==> config.mk <==
export PLATFORM = sky130hd
export DESIGN_NAME = star_wildcard_matcher
export DESIGN_NICKNAME = d
export VERILOG_FILES = /design/src/rtl/swm_pkg.sv /design/src/rtl/swm_cell.sv /design/src/rtl/star_wildcard_matcher.sv
export SDC_FILE = /design/constraint.sdc
export NUM_CORES = 1
export LEC_CHECK = 0
export BUFFER_PORTS_ARGS = -buffer_cell sky130_fd_sc_hd__clkbuf_2
export CAP_MARGIN = 5
export CORE_ASPECT_RATIO = 0.75
export CORE_UTILIZATION = 36
export CTS_CLUSTER_SIZE = 10
export DETAILED_ROUTE_END_ITERATION = 10
export GPL_ROUTABILITY_DRIVEN = 0
export PLACE_DENSITY = 0.52
export REMOVE_ABC_BUFFERS = 1
export SETUP_SLACK_MARGIN = 0.3
export SLEW_MARGIN = 30
export SYNTH_ARGS = -nofsm -noshare
export SYNTH_HDL_FRONTEND = slang
export SYNTH_SLANG_ARGS = --single-unit
==> constraint.sdc <==
create_clock -name clk -period 5.4 [get_ports clk]
set_clock_uncertainty 0.15 [all_clocks]
set_input_delay 0.54 -clock clk [delete_from_list [all_inputs] [get_ports clk]]
set_output_delay 0.54 -clock clk [all_outputs]
set_load 0.005 [all_outputs]
==> src/rtl/swm_pkg.sv <==
`timescale 1ns / 1ps
// ----------------------------------------------------------------------------
// swm_pkg: shared definitions for the star wildcard matcher
// Sizes of the pattern cell row, the command codes and the control struct
// that the top level broadcasts along the row of cells.
// ----------------------------------------------------------------------------
package swm_pkg;

	// Pattern bytes kept; further bytes of a pattern are dropped.
	localparam int MAX_PATTERN = 64;
	// One cell per stored literal plus the head cell (state zero).
	localparam int NCELL = MAX_PATTERN + 1;
	// Width of a count that runs from zero up to MAX_PATTERN.
	localparam int LEN_W = $clog2(MAX_PATTERN + 1);

	localparam logic [7:0] STAR_BYTE = 8'h2A;

	typedef enum logic [1:0] {
		CMD_PAT_BYTE  = 2'd0,
		CMD_PAT_END   = 2'd1,
		CMD_SUBJ_BYTE = 2'd2,
		CMD_SUBJ_END  = 2'd3
	} cmd_t;

	// Control broadcast to every cell in the same cycle.
	typedef struct packed {
		logic       advance;    // step the state bits on a subject byte
		logic       restart;    // load the start state
		logic       from_start; // current state is the start state
		logic [7:0] subj_byte;  // subject byte compared in every cell
	} swm_cell_ctrl_t;

endpackage

==> src/rtl/swm_cell.sv <==
`timescale 1ns / 1ps
// ----------------------------------------------------------------------------
// swm_cell: one state of the collapsed wildcard automaton
// Holds one pattern literal, a flag for a star run after it, and the active
// bit of the state reached after that literal.
// ----------------------------------------------------------------------------
module swm_cell (
	input  logic                    clk,
	input  logic                    arst_n,
	input  logic                    head,
	input  swm_pkg::swm_cell_ctrl_t ctrl,
	input  logic                    wr_lit,
	input  logic                    wr_star,
	input  logic                    clr_star,
	input  logic [7:0]              lit_byte,
	input  logic                    prev_act,
	output logic                    act
);

	logic [7:0] lit_q;
	logic       star_q;
	logic       act_q;
	logic       lit_hit;

	// The state bit as seen this cycle; the start state has only the head set.
	assign act     = ctrl.from_start ? head : act_q;
	assign lit_hit = prev_act && (lit_q == ctrl.subj_byte);

	always_ff @(posedge clk) begin
		if (wr_lit) begin
			lit_q <= lit_byte;
		end
	end

	always_ff @(posedge clk or negedge arst_n) begin
		if (!arst_n) begin
			star_q <= 1'b0;
		end else if (wr_lit) begin
			star_q <= 1'b0;
		end else if (wr_star) begin
			star_q <= 1'b1;
		end else if (clr_star) begin
			star_q <= 1'b0;
		end
	end

	always_ff @(posedge clk or negedge arst_n) begin
		if (!arst_n) begin
			act_q <= head;
		end else if (ctrl.restart) begin
			act_q <= head;
		end else if (ctrl.advance) begin
			// Enter on a literal match, or stay while a star run follows.
			act_q <= lit_hit || (act && star_q);
		end
	end

endmodule

==> src/rtl/star_wildcard_matcher.sv <==
`timescale 1ns / 1ps
// ----------------------------------------------------------------------------
// star_wildcard_matcher: glob matcher where '*' matches any run of bytes
// Result: registered, shown in the cycle after the subject-end beat.
// Throughput: one input beat per cycle, every command, save a subject-end beat
// held by a full, stalled output; one row update per beat sets the rate.
// Reset: empty pattern, no overflow, not loading, only the head state active.
// The stored literal bytes hold no reset value and need no clearing pass.
// ----------------------------------------------------------------------------
module star_wildcard_matcher (
	input  logic       clk,
	input  logic       arst_n,
	input  logic       in_valid,
	output logic       in_stall,
	input  logic [1:0] cmd,
	input  logic [7:0] data_byte,
	output logic       out_valid,
	input  logic       out_stall,
	output logic       matched,
	output logic       pattern_overflow
);

	// The pattern is kept in collapsed form: each literal gets a cell, and a
	// run of stars becomes a self-loop flag on the cell before it. Cell zero is
	// the head state with no literal. On a subject byte, a cell becomes active
	// if its left neighbor was active and its literal equals the byte, or if it
	// was active itself and carries a star flag. No epsilon closure is needed,
	// so every cell only looks at its left neighbor.

	swm_pkg::cmd_t cmd_in;

	logic [swm_pkg::LEN_W-1:0] raw_len_q;  // raw pattern bytes kept
	logic [swm_pkg::LEN_W-1:0] lit_cnt_q;  // literal cells in use
	logic                      loading_q;
	logic                      ovf_q;

	logic                      out_valid_q;
	logic                      matched_q;
	logic                      ovf_out_q;

	logic                      accept;
	logic                      new_pat;
	logic                      empty_pat;
	logic                      room;
	logic                      is_star;
	logic                      lit_we;
	logic                      star_we;
	logic                      res_fire;
	logic [swm_pkg::LEN_W-1:0] len_base;
	logic [swm_pkg::LEN_W-1:0] cnt_base;
	logic [swm_pkg::LEN_W-1:0] lit_idx;
	logic [swm_pkg::LEN_W-1:0] raw_len_d;
	logic [swm_pkg::LEN_W-1:0] lit_cnt_d;
	logic                      loading_d;
	logic                      ovf_d;

	swm_pkg::swm_cell_ctrl_t   cell_ctrl;
	logic [swm_pkg::NCELL-1:0] act_vec;

	assign cmd_in = swm_pkg::cmd_t'(cmd);

	// Only a subject-end beat makes a result, so only it waits on a full
	// output register.
	assign in_stall = out_valid_q && out_stall && (cmd_in == swm_pkg::CMD_SUBJ_END);
	assign accept   = in_valid && !in_stall;

	// Pattern loading. A pattern byte outside a pattern starts a new one, and
	// a pattern end outside a pattern loads the empty pattern.
	assign new_pat   = accept && (cmd_in == swm_pkg::CMD_PAT_BYTE) && !loading_q;
	assign empty_pat = accept && (cmd_in == swm_pkg::CMD_PAT_END) && !loading_q;
	assign len_base  = new_pat ? '0 : raw_len_q;
	assign cnt_base  = new_pat ? '0 : lit_cnt_q;
	assign room      = len_base < swm_pkg::LEN_W'(swm_pkg::MAX_PATTERN);
	assign is_star   = data_byte == swm_pkg::STAR_BYTE;
	assign lit_idx   = cnt_base + swm_pkg::LEN_W'(1);
	assign lit_we    = accept && (cmd_in == swm_pkg::CMD_PAT_BYTE) && room && !is_star;
	assign star_we   = accept && (cmd_in == swm_pkg::CMD_PAT_BYTE) && room && is_star;
	assign res_fire  = accept && (cmd_in == swm_pkg::CMD_SUBJ_END);

	always_comb begin
		raw_len_d = raw_len_q;
		lit_cnt_d = lit_cnt_q;
		loading_d = loading_q;
		ovf_d     = ovf_q;
		if (accept) begin
			unique case (cmd_in)
				swm_pkg::CMD_PAT_BYTE: begin
					loading_d = 1'b1;
					if (room) begin
						raw_len_d = len_base + swm_pkg::LEN_W'(1);
						lit_cnt_d = is_star ? cnt_base : lit_idx;
						ovf_d     = new_pat ? 1'b0 : ovf_q;
					end else begin
						ovf_d = 1'b1;
					end
				end
				swm_pkg::CMD_PAT_END: begin
					loading_d = 1'b0;
					if (!loading_q) begin
						raw_len_d = '0;
						lit_cnt_d = '0;
						ovf_d     = 1'b0;
					end
				end
				swm_pkg::CMD_SUBJ_BYTE,
				swm_pkg::CMD_SUBJ_END: begin
					loading_d = 1'b0;
				end
				default: begin
					loading_d = loading_q;
				end
			endcase
		end
	end

	always_ff @(posedge clk or negedge arst_n) begin
		if (!arst_n) begin
			raw_len_q <= '0;
			lit_cnt_q <= '0;
			loading_q <= 1'b0;
			ovf_q     <= 1'b0;
		end else begin
			raw_len_q <= raw_len_d;
			lit_cnt_q <= lit_cnt_d;
			loading_q <= loading_d;
			ovf_q     <= ovf_d;
		end
	end

	// Broadcast to the row. While a pattern is still open, a subject beat
	// first closes it, so the cells see the start state in place of their
	// stored bits.
	always_comb begin
		cell_ctrl.advance    = accept && (cmd_in == swm_pkg::CMD_SUBJ_BYTE);
		cell_ctrl.restart    = accept && ((cmd_in == swm_pkg::CMD_PAT_END) ||
		                                  (cmd_in == swm_pkg::CMD_SUBJ_END));
		cell_ctrl.from_start = loading_q;
		cell_ctrl.subj_byte  = data_byte;
	end

	for (genvar i = 0; i < swm_pkg::NCELL; i++) begin : g_cell
		logic prev_act;
		logic wr_lit;
		logic wr_star;

		if (i == 0) begin : g_head
			assign prev_act = 1'b0;
		end else begin : g_body
			assign prev_act = act_vec[i-1];
		end

		assign wr_lit  = lit_we && (lit_idx == swm_pkg::LEN_W'(i));
		assign wr_star = star_we && (cnt_base == swm_pkg::LEN_W'(i));

		swm_cell u_cell (
			.clk      (clk),
			.arst_n   (arst_n),
			.head     (i == 0),
			.ctrl     (cell_ctrl),
			.wr_lit   (wr_lit),
			.wr_star  (wr_star),
			.clr_star ((i == 0) && (new_pat || empty_pat)),
			.lit_byte (data_byte),
			.prev_act (prev_act),
			.act      (act_vec[i])
		);
	end

	// Result register. The whole subject matched when the state after the
	// last literal is active.
	always_ff @(posedge clk or negedge arst_n) begin
		if (!arst_n) begin
			out_valid_q <= 1'b0;
		end else if (res_fire) begin
			out_valid_q <= 1'b1;
		end else if (!out_stall) begin
			out_valid_q <= 1'b0;
		end
	end

	always_ff @(posedge clk) begin
		if (res_fire) begin
			matched_q <= act_vec[lit_cnt_q];
			ovf_out_q <= ovf_q;
		end
	end

	assign out_valid        = out_valid_q;
	assign matched          = matched_q;
	assign pattern_overflow = ovf_out_q;

	// The literal count never runs past the raw byte count.
	a_cnt_le_len: assert property (@(posedge clk) disable iff (!arst_n)
		lit_cnt_q <= raw_len_q)
		else $error("literal count exceeds pattern length");

	// The raw byte count stays within the store.
	a_len_le_max: assert property (@(posedge clk) disable iff (!arst_n)
		raw_len_q <= swm_pkg::LEN_W'(swm_pkg::MAX_PATTERN))
		else $error("pattern length exceeds store");

	// A subject-end beat always shows up as a result in the next cycle.
	a_result_follows: assert property (@(posedge clk) disable iff (!arst_n)
		res_fire |=> out_valid_q)
		else $error("result beat missing after subject end");

	// A subject beat always closes an open pattern.
	a_subject_closes: assert property (@(posedge clk) disable iff (!arst_n)
		(accept && ((cmd_in == swm_pkg::CMD_SUBJ_BYTE) ||
		            (cmd_in == swm_pkg::CMD_SUBJ_END))) |=> !loading_q)
		else $error("pattern left open after subject beat");

endmodule

# After elaboration in Yosys (flattened, before gate mapping)
# Index checks and enable logic that the tools add are counted.
# totals
register_bits	661
input_bits	14
rom_bits	0
mem_count	0
ramBits	0
latch_bits	0
# classes
reduce_logical	414
addsub	2
n_shift	0
eq_ne	200
div	0
mul	0
order_cmp	2
bitwise_logic	0
n_mux	343
# op_table
operator	count
$eq 8x8->1	64
$eq 7x6->1 const B	64
$mux 1	332
$logic_and 1x1->1	272
$eq 7x5->1 const B	32
$reduce_bool 2->1	66
$eq 7x4->1 const B	16
$logic_or 1x1->1	66
$eq 7x3->1 const B	8
$mux 7	6
$eq 7x2->1 const B	4
$pmux 7 s2	2
$add 7x1->7 const B	2
$eq 7x1->1 const B	2
$eq 7x7->1 const B	2
$logic_not 7->1	2
$eq 8x6->1 const B	1
$lt 7x8->1 const B	1
$reduce_and 4->1	2
$bmux 1 s7	1
$lt 7x7->1 const B	1
$eq 2x2->1 const B	2
$ne 2x2->1 const B	2
$pmux 1 s2	2
7 further kinds	9

# Longest topological paths before layout
# Gate-level depths: netlist of run 1.
# depth
word_depth	13
mapped_depth	15

# Worst setup path after synthesis of run 1
# OpenSTA, ideal clock, no wires.
# synth_timing
kind	input port to flip-flop
from	input cmd[1]
to	register g_cell[64].u_cell.lit_q[0], enable pin
stages	13
arrival_ns	3.825
path_slack_ns	1.041
path_buffers	4
required_ns	4.867
cell_sequence	buf_2 -> or4b_1 -> clkbuf_1 -> buf_2 -> clkbuf_1 -> nand2_1 -> inv_1 -> ha_1 -> inv_2 -> or4_1 -> xnor2_1 -> nand2_1 -> nor3_1
# synth_via
elab_chain_len	11
elab_cells_between_ends	15
# synth_lines
item	line_no	source
start: declaration	star_wildcard_matcher.sv:15	input logic [1:0] cmd,
$eq 2x2->1	star_wildcard_matcher.sv:64	assign in_stall = out_valid_q && out_stall && (cmd_in == swm_pkg::CMD_SUBJ_END);
$logic_and 1x1->1	star_wildcard_matcher.sv:64	
$logic_not 1->1	star_wildcard_matcher.sv:65	assign accept = in_valid && !in_stall;
$logic_and 1x1->1	star_wildcard_matcher.sv:65	
$logic_and 1x1->1 *	star_wildcard_matcher.sv:69, star_wildcard_matcher.sv:76	
branches (longest 5 deep; another with $add 7x1->7)	-	
$logic_and 1x1->1 *	star_wildcard_matcher.sv:152	assign wr_lit = lit_we && (lit_idx == swm_pkg::LEN_W'(i));
via g_cell[64].u_cell.wr_lit	swm_cell.sv:12	input logic wr_lit,
end signal: assignment	swm_cell.sv:31	lit_q <= lit_byte;
end: declaration	swm_cell.sv:20	logic [7:0] lit_q;
# Mark *: on every way through the listed nets, which the timed path passes.
# A chain may end at the register's enable or synchronous reset.

# Final worst setup path of run 1
# layout_timing
from	register lit_cnt_q[0] (netlist name)
to	register g_cell[3].u_cell.lit_q[3], enable pin
# layout_via
elab_chain_len	4
# layout_lines
item	line_no	source
start: declaration	star_wildcard_matcher.sv:33	logic [swm_pkg::LEN_W-1:0] lit_cnt_q;
start signal: assignment	star_wildcard_matcher.sv:124	lit_cnt_q <= lit_cnt_d;
$mux 7	star_wildcard_matcher.sv:72	assign cnt_base = new_pat ? '0 : lit_cnt_q;
$add 7x1->7	star_wildcard_matcher.sv:75	assign lit_idx = cnt_base + swm_pkg::LEN_W'(1);
$eq 7x2->1	star_wildcard_matcher.sv:152	
$logic_and 1x1->1	star_wildcard_matcher.sv:152	
via g_cell[3].u_cell.wr_lit	swm_cell.sv:12	
end signal: assignment	swm_cell.sv:31	
end: declaration	swm_cell.sv:20	
# The timed path passes the listed nets, and every way through them passes these cells.

==> results of run 1 <==
## cell usage after synthesis, types with 10 or more instances
cell	number	area, µm²
nor3_1	76	380
edfxtp_1	514	15400
o2111ai_1	10	87.6
buf_1	18	67.6
nor4_1	67	419
xnor2_1	72	631
a31oi_1	27	169
nor2_1	102	383
xor2_1	444	3890
nand2_1	32	120
o22ai_1	62	388
nand3_1	19	95.1
o21ai_0	30	150
buf_2	21	105
mux2i_1	10	100
dfrtp_1	146	3650
a21oi_1	115	576
inv_1	81	304
clkbuf_1	79	297
nand4_1	71	444
## layer usage
layer	track usage	up-vias	wire length [µm]
met1	0.299	8920	38400
met2	0.264	535	32000
met4	0.0485	4	1580
li1	-	7881	-
met5	0	-	22
met3	0.0386	115	4810
## report_power, final
part | switching, mW | total, mW | leakage, nW | internal (mW)
sequential | 0.0215 | 5.54 | 6.64 | 5.52
clock | 1.94 | 4.62 | 1.04 | 2.68
combinational | 0.553 | 0.762 | 3.73 | 0.209
## area by class of cell
| cell class | count | area share |
|---|---|---|
| tap | 1046 | 0.0400 |
| clock inverter | 3 | 0.000802 |
| multi-input combinational | 1273 | 0.280 |
| clock buffer | 134 | 0.0657 |
| sequential | 661 | 0.584 |
| inverter | 82 | 0.00940 |
| timing repair buffer | 88 | 0.0206 |
## through the flow
stage / util / hold WS [ns] / area (µm²) / setup slack, ns
6_report: 0.413 / 0.0582 / 32800 / 1.27
5_1_grt: 0.413 / 0.0212 / 32800 / 0.990
3_3_place_gp: 0.385 / 0.321 / 30500 / 0.871
3_5_place_dp: 0.386 / 0.326 / 30600 / 0.889
2_1_floorplan: - / 0.0944 / 28600 / 0.848
4_1_cts: 0.413 / 0.0149 / 32800 / 1.29
## layout by cell type (no fill, tap or decap), types with 4 or more instances in the layout
cell       Yosys  layout
buf_4          1      69
a22o_1         5       5
a211oi_1       8       8
a32o_1         4       4
buf_6          4       9
o2111ai_1     10       9
nand4_1       71      71
xnor2_1       72      72
a21oi_1      115     115
clkbuf_1      79      56
ha_1           6       6
nor2b_1        7       7
xor2_1       444     444
nand2_1       32      32
a22oi_1        5       5
a21oi_2        9       9
mux4_2         9       9
and2_1         8       8
clkbuf_2       0       8
nor3_1        76      75
o31ai_1        5       5
inv_1         81      81
nor2_1       102     100
mux2i_1       10      10
o211ai_1       8       8
dfrtp_1      146     145
nor4_1        67      67
clkbuf_16      0      77
o21ai_0       30      29
a31oi_1       27      27
nand3_1       19      19
and3_1         6       6
edfxtp_1     514     514
o22ai_1       62      62
a21o_1         4       4
## flip-flops by register name (all words and copies together), names as in the netlist
register              count
raw_len_q                 7
lit_cnt_q                 7
pattern_overflow          1
matched                   1
out_valid                 1
g_cell.u_cell.star_q     65
g_cell.u_cell.lit_q     512
loading_q                 1
g_cell.u_cell.act_q      65
ovf_q                     1
## cell families after synthesis
logic type,Yosys count,share of synthesized area
AOI/OAI and AO/OA,316,0.0685
xor gates and xnor gates,516,0.155
adders and majority gates,6,0.00258
buffers and inverters,205,0.0285
DFF,661,0.657
muxes,20,0.0108
and+or+nand+nor,415,0.0771
## final timing paths
path | to | slack [ns] | start
setup reg to reg | g_cell[3].u_cell.lit_q[3] | 1.27 | lit_cnt_q[0]
min in group asynchronous | g_cell[55].u_cell.act_q | 0.40 | arst_n
hold / removal | out_valid | 0.06 | out_stall
setup / recovery | g_cell[3].u_cell.lit_q[3] | 1.27 | lit_cnt_q[0]
max in group asynchronous | g_cell[22].u_cell.star_q | 3.17 | arst_n
hold reg to reg | raw_len_q[5] | 0.33 | raw_len_q[5]
==> results.sh, run 1 <==
export IMPL_grt_pass1_wl_um=116000
export IMPL_routedWlPerCell_um=23.4
export IMPL_crit_cells=10
export IMPL_dr_first_iter_drc_count=1561
export IMPL_path_cells="nand2_1, inv_1, ha_1, buf_4, inv_2, nor3_1, a211oi_1, a21o_1, buf_4, nor2_1"
export IMPL_cts_buffers=76
export IMPL_std_cell_rows=89
export IMPL_insertion_delay_ns=0.62
export IMPL_path_buf_inv=4
export IMPL_r2r_cells=10
export IMPL_drive_gt1_frac=0.0955
export IMPL_htree_levels=3
export IMPL_critical_path_most_common_cell="buf_4"
export IMPL_ys_seq_elements=661
export IMPL_yosysUniqueCellTypes=72
export IMPL_cts_setup_buffers=0
export IMPL_io_pins=18
export IMPL_drt_first_pass_iters=5
export IMPL_yosys_warnings=0
export IMPL_path_clk_slew_ns=0.06
export IMPL_clockBufferDepth=3
export IMPL_fin_crit_sh=0.765
export IMPL_regArea_mm2=0.0191
export IMPL_grt_max_degree=74
export IMPL_coreArea_mm2=0.0793
export IMPL_status="complete, no violations"
export IMPL_synthFlopType="edfxtp_1"
export IMPL_fin_cells=3287
export IMPL_fillCellCount=7346
export IMPL_critPathCaptureType="flip-flop"
export IMPL_seq_area_frac_synth=0.657
export IMPL_worstPathRequired_ns=5.50
export IMPL_clock_fmax_ghz=0.242
export IMPL_cts_resized=0
export IMPL_cts_root_buf="clkbuf_16"
export IMPL_dieArea_mm2=0.0820
export IMPL_hold_viol_final=0
export IMPL_grt_usage=0.190
export IMPL_remaining_drc_errors=0
export IMPL_antenna_found_initial=2
export IMPL_relSlewSlack=0.315
export IMPL_rsz0062_at_grt="no"
export IMPL_report_final_slew_viol_count=0
export IMPL_multi_input_area_mm2=0.00917
export IMPL_grt_overflow=0
export IMPL_drv_cap=0
export IMPL_vias=17500
export IMPL_hpwlAfterDp_um=47300
export IMPL_cts_tree="done"
export IMPL_cpLargestDelayFamily="simple AND/OR/NAND/NOR gates"
export IMPL_initial_core_util=0.367
export IMPL_syn_to_final_growth_pct=12.6
export IMPL_ys_async_sr_fraction=0.222
export IMPL_cp_arrival_ns=4.23
export IMPL_path_max_fanout=15
export IMPL_tightest_slew_ns=1.03
export IMPL_syn_inst=2139
export IMPL_fin_tns_setup_ns=0
export IMPL_die_h_um=248
export IMPL_portBuffers=17
export IMPL_worst_setup_path_start_kind="flip-flop"
export IMPL_setup_violations=0
export IMPL_place_inst=3149
export IMPL_syn_area_per_cell_um2=13.6
export IMPL_crit_type="flip-flop to flip-flop"
export IMPL_synth_area_mm2=0.0291
export IMPL_via_per_inst=5.31
export IMPL_fin_nets=2202
export IMPL_wirelength_um=76800
export IMPL_power_per_cell_area_mw_per_mm2=333
export IMPL_die_x_um=330
export IMPL_grt_pass1_vias=17200
export IMPL_slowest_stage="nor3_1"
export IMPL_max_stage_delay_ns=0.66
export IMPL_fin_crit_ns=4.13
export IMPL_hold_depth=2
export IMPL_synth_edf_count=514
export IMPL_total_leakage_power_nw=11.4
export IMPL_power_total_mw=10.9
export IMPL_min_path_type="input port to flip-flop"
export IMPL_antennaDiodeCount=0
export IMPL_ant_nets=0
export IMPL_ir_drop_v=0.000246
export IMPL_hold_buffers=1
export IMPL_clkSinkCount=661
Note: power is estimated with default switching activity, not from simulation.
==> inputs of run 2 (changes only) <==
ABC_AREA = 1   (was not set)
clock period = 4.19 ns   (was 5.4 ns; I/O delays follow)
==> results.sh, run 2 <==
export IMPL_status="complete, no violations"
export IMPL_fin_nets=2982
export IMPL_clock_fmax_ghz=0.267
export IMPL_tightest_slew_ns=0.924
export IMPL_final_cell_mix="nand2_1 (635), edfxtp_1 (514), inv_1 (283), nor2_1 (216), o21ai_0 (177)"
export IMPL_coreArea_mm2=0.0841
export IMPL_ir_drop_v=0.000246
export IMPL_cp_arrival_ns=3.85
export IMPL_die_x_um=339
export IMPL_std_cell_rows=92
export IMPL_ys_async_sr_fraction=0.222
export IMPL_worst_setup_path_start_kind="input port"
export IMPL_portBuffers=17
export IMPL_remaining_drc_errors=0
export IMPL_crit_type="input port to flip-flop"
export IMPL_largest_reg_flops=512
export IMPL_via_per_inst=5.21
export IMPL_cts_root_buf="clkbuf_16"
export IMPL_synth_area_mm2=0.0306
export IMPL_fin_crit_sh=0.895
export IMPL_drv_cap=0
export IMPL_synth_top_area_cell="edfxtp_1"
export IMPL_rsz0062_at_grt="yes"
export IMPL_syn_inst=2927
export IMPL_grt_max_degree=91
export IMPL_cts_setup_buffers=0
export IMPL_hold_viol_final=0
export IMPL_worstPathRequired_ns=4.29
export IMPL_synthFlopType="edfxtp_1"
export IMPL_reg_top3="g_cell.u_cell.lit_q: 512 flops, g_cell.u_cell.act_q: 65 flops, g_cell.u_cell.star_q: 65 flops"
export IMPL_drive_gt1_frac=0.0910
export IMPL_clkSinkCount=661
export IMPL_synth_top_area_share=0.504
export IMPL_cts_tree="done"
export IMPL_syn_to_final_growth_pct=12.8
export IMPL_synth_most_common_cell="nand2_1"
export IMPL_setup_violations=0
export IMPL_drt_first_pass_iters=7
export IMPL_initial_core_util=0.364
export IMPL_htree_levels=3
export IMPL_grt_pass1_vias=20400
export IMPL_yosysUniqueCellTypes=55
export IMPL_syn_area_per_cell_um2=10.5
export IMPL_routedWlPerCell_um=21.7
export IMPL_seq_area_frac_synth=0.624
export IMPL_die_h_um=255
export IMPL_grt_usage=0.209
export IMPL_synthTopCellsByArea="edfxtp_1 (50%), dfrtp_1 (12%), nand2_1 (7.8%)"
export IMPL_mostFrequentLayoutCell="nand2_1"
export IMPL_synth_edf_count=514
export IMPL_report_final_slew_viol_count=0
export IMPL_ys_top_cells_by_count="nand2_1 (635), edfxtp_1 (514), inv_1 (286)"
export IMPL_relSlewSlack=0.382
export IMPL_power_per_cell_area_mw_per_mm2=415
export IMPL_grt_overflow=0
export IMPL_fin_tns_setup_ns=0
export IMPL_path_max_fanout=18
export IMPL_yosys_warnings=0
export IMPL_dr_first_iter_drc_count=2081
export IMPL_critPathCaptureType="flip-flop"
export IMPL_setup_ws_ns=0.438
export IMPL_cts_buffers=77
export IMPL_wirelength_um=90300
export IMPL_grt_pass1_wl_um=134000
export IMPL_power_total_mw=14.4
export IMPL_hpwlAfterDp_um=55500
export IMPL_antenna_found_initial=6
export IMPL_fin_crit_ns=3.75
export IMPL_ant_nets=0
export IMPL_insertion_delay_ns=0.63
export IMPL_vias=21600
export IMPL_min_path_type="input port to flip-flop"
export IMPL_ys_seq_elements=661
export IMPL_regMostFlops="g_cell.u_cell.lit_q"
export IMPL_pre_cts_slack_ns=0.348
export IMPL_io_pins=18
export IMPL_total_leakage_power_nw=13.7
export IMPL_clockBufferDepth=3
export IMPL_dieArea_mm2=0.0863
export IMPL_path_clk_slew_ns=0.06
run 2: changes by cell type in the layout (fill, tap and decap cells not counted), moves of 75 or more:
cell,delta
a21oi_1,-75
nand3_1,+103
inv_1,+202
o21ai_0,+148
nand2_1,+603
nor2_1,+116
xor2_1,-296
run 2: worst paths after layout:
check                           startpoint                          to  slack [ns]  cells past startpoint
min in group asynchronous           arst_n      g_cell[2].u_cell.act_q        0.17                      2
worst min register to register       ovf_q            pattern_overflow        0.31                      0
worst max-delay path                cmd[1]  g_cell[26].u_cell.lit_q[7]        0.44                     13
worst min-delay path                cmd[0]                       ovf_q        0.08                      6
max in group asynchronous           arst_n    g_cell[32].u_cell.star_q        2.79                      3
worst max register to register   loading_q  g_cell[26].u_cell.lit_q[7]        0.51                     11
run 2: through the flow:
stage | hold slack (ns) | util | cells | instance area (µm²)
after detailed placement | 0.216 | 0.383 | 4004 | 32200
after global routing | 0.102 | 0.411 | 4149 | 34600
after CTS | 0.0511 | 0.411 | 4149 | 34500
after floorplan | -0.0266 | - | 2797 | 30000
after global placement | 0.212 | 0.383 | 4004 | 32200
final | 0.0788 | 0.411 | 4152 | 34600
run 2: layout make-up:
class	instances	area (µm²)
fillers	8023	49600
flip-flops and latches	661	19100
multi-input cells	1820	9750
clock buffers	134	2230
well taps	1128	1410
inverters	316	1190
repair buffers	86	833
clock inverters	4	22.5
diodes	3	7.51
run 2: cell families after synthesis:
logic type	after synthesis	synth area share
and+or+nand+nor	1190	0.172
AOI/OAI and AO/OA	378	0.0721
DFF	661	0.624
adders and majority gates	6	0.00245
buffers and inverters	446	0.0585
xor gates and xnor gates	246	0.0712
run 2: worst max-delay path, stage by stage:
cell           delay, ns
dlygate4sd3_1       0.54
clkbuf_2            0.17
nor2_4              0.07
nand2_4             0.19
inv_2               0.10
nor2_1              0.24
ha_1                0.35
inv_1               0.13
nor2_4              0.22
xor2_2              0.14
nor2_4              0.17
nand2_2             0.41
nor2_1              0.66
run 2: power breakdown:
group | internal, mW | switching, mW
Clock | 3.58 | 2.55
Sequential | 7.13 | 0.0261
Combinational | 0.275 | 0.803
Total | 11.0 | 3.38
run 2: routing by layer:
layer	wire length, µm	part of all wire	track usage
met1	43000	0.48	0.312
met5	41	0.00045	0
met4	2230	0.025	0.0653
met2	37400	0.41	0.299
met3	7620	0.084	0.0490
run 2: what timing repair did:
action                                 in CTS  in global routing
endpoints found under the hold margin      47                  0
setup endpoints to repair                   0                 72
hold buffers                                7                  0
gates resized for setup                     0                  4
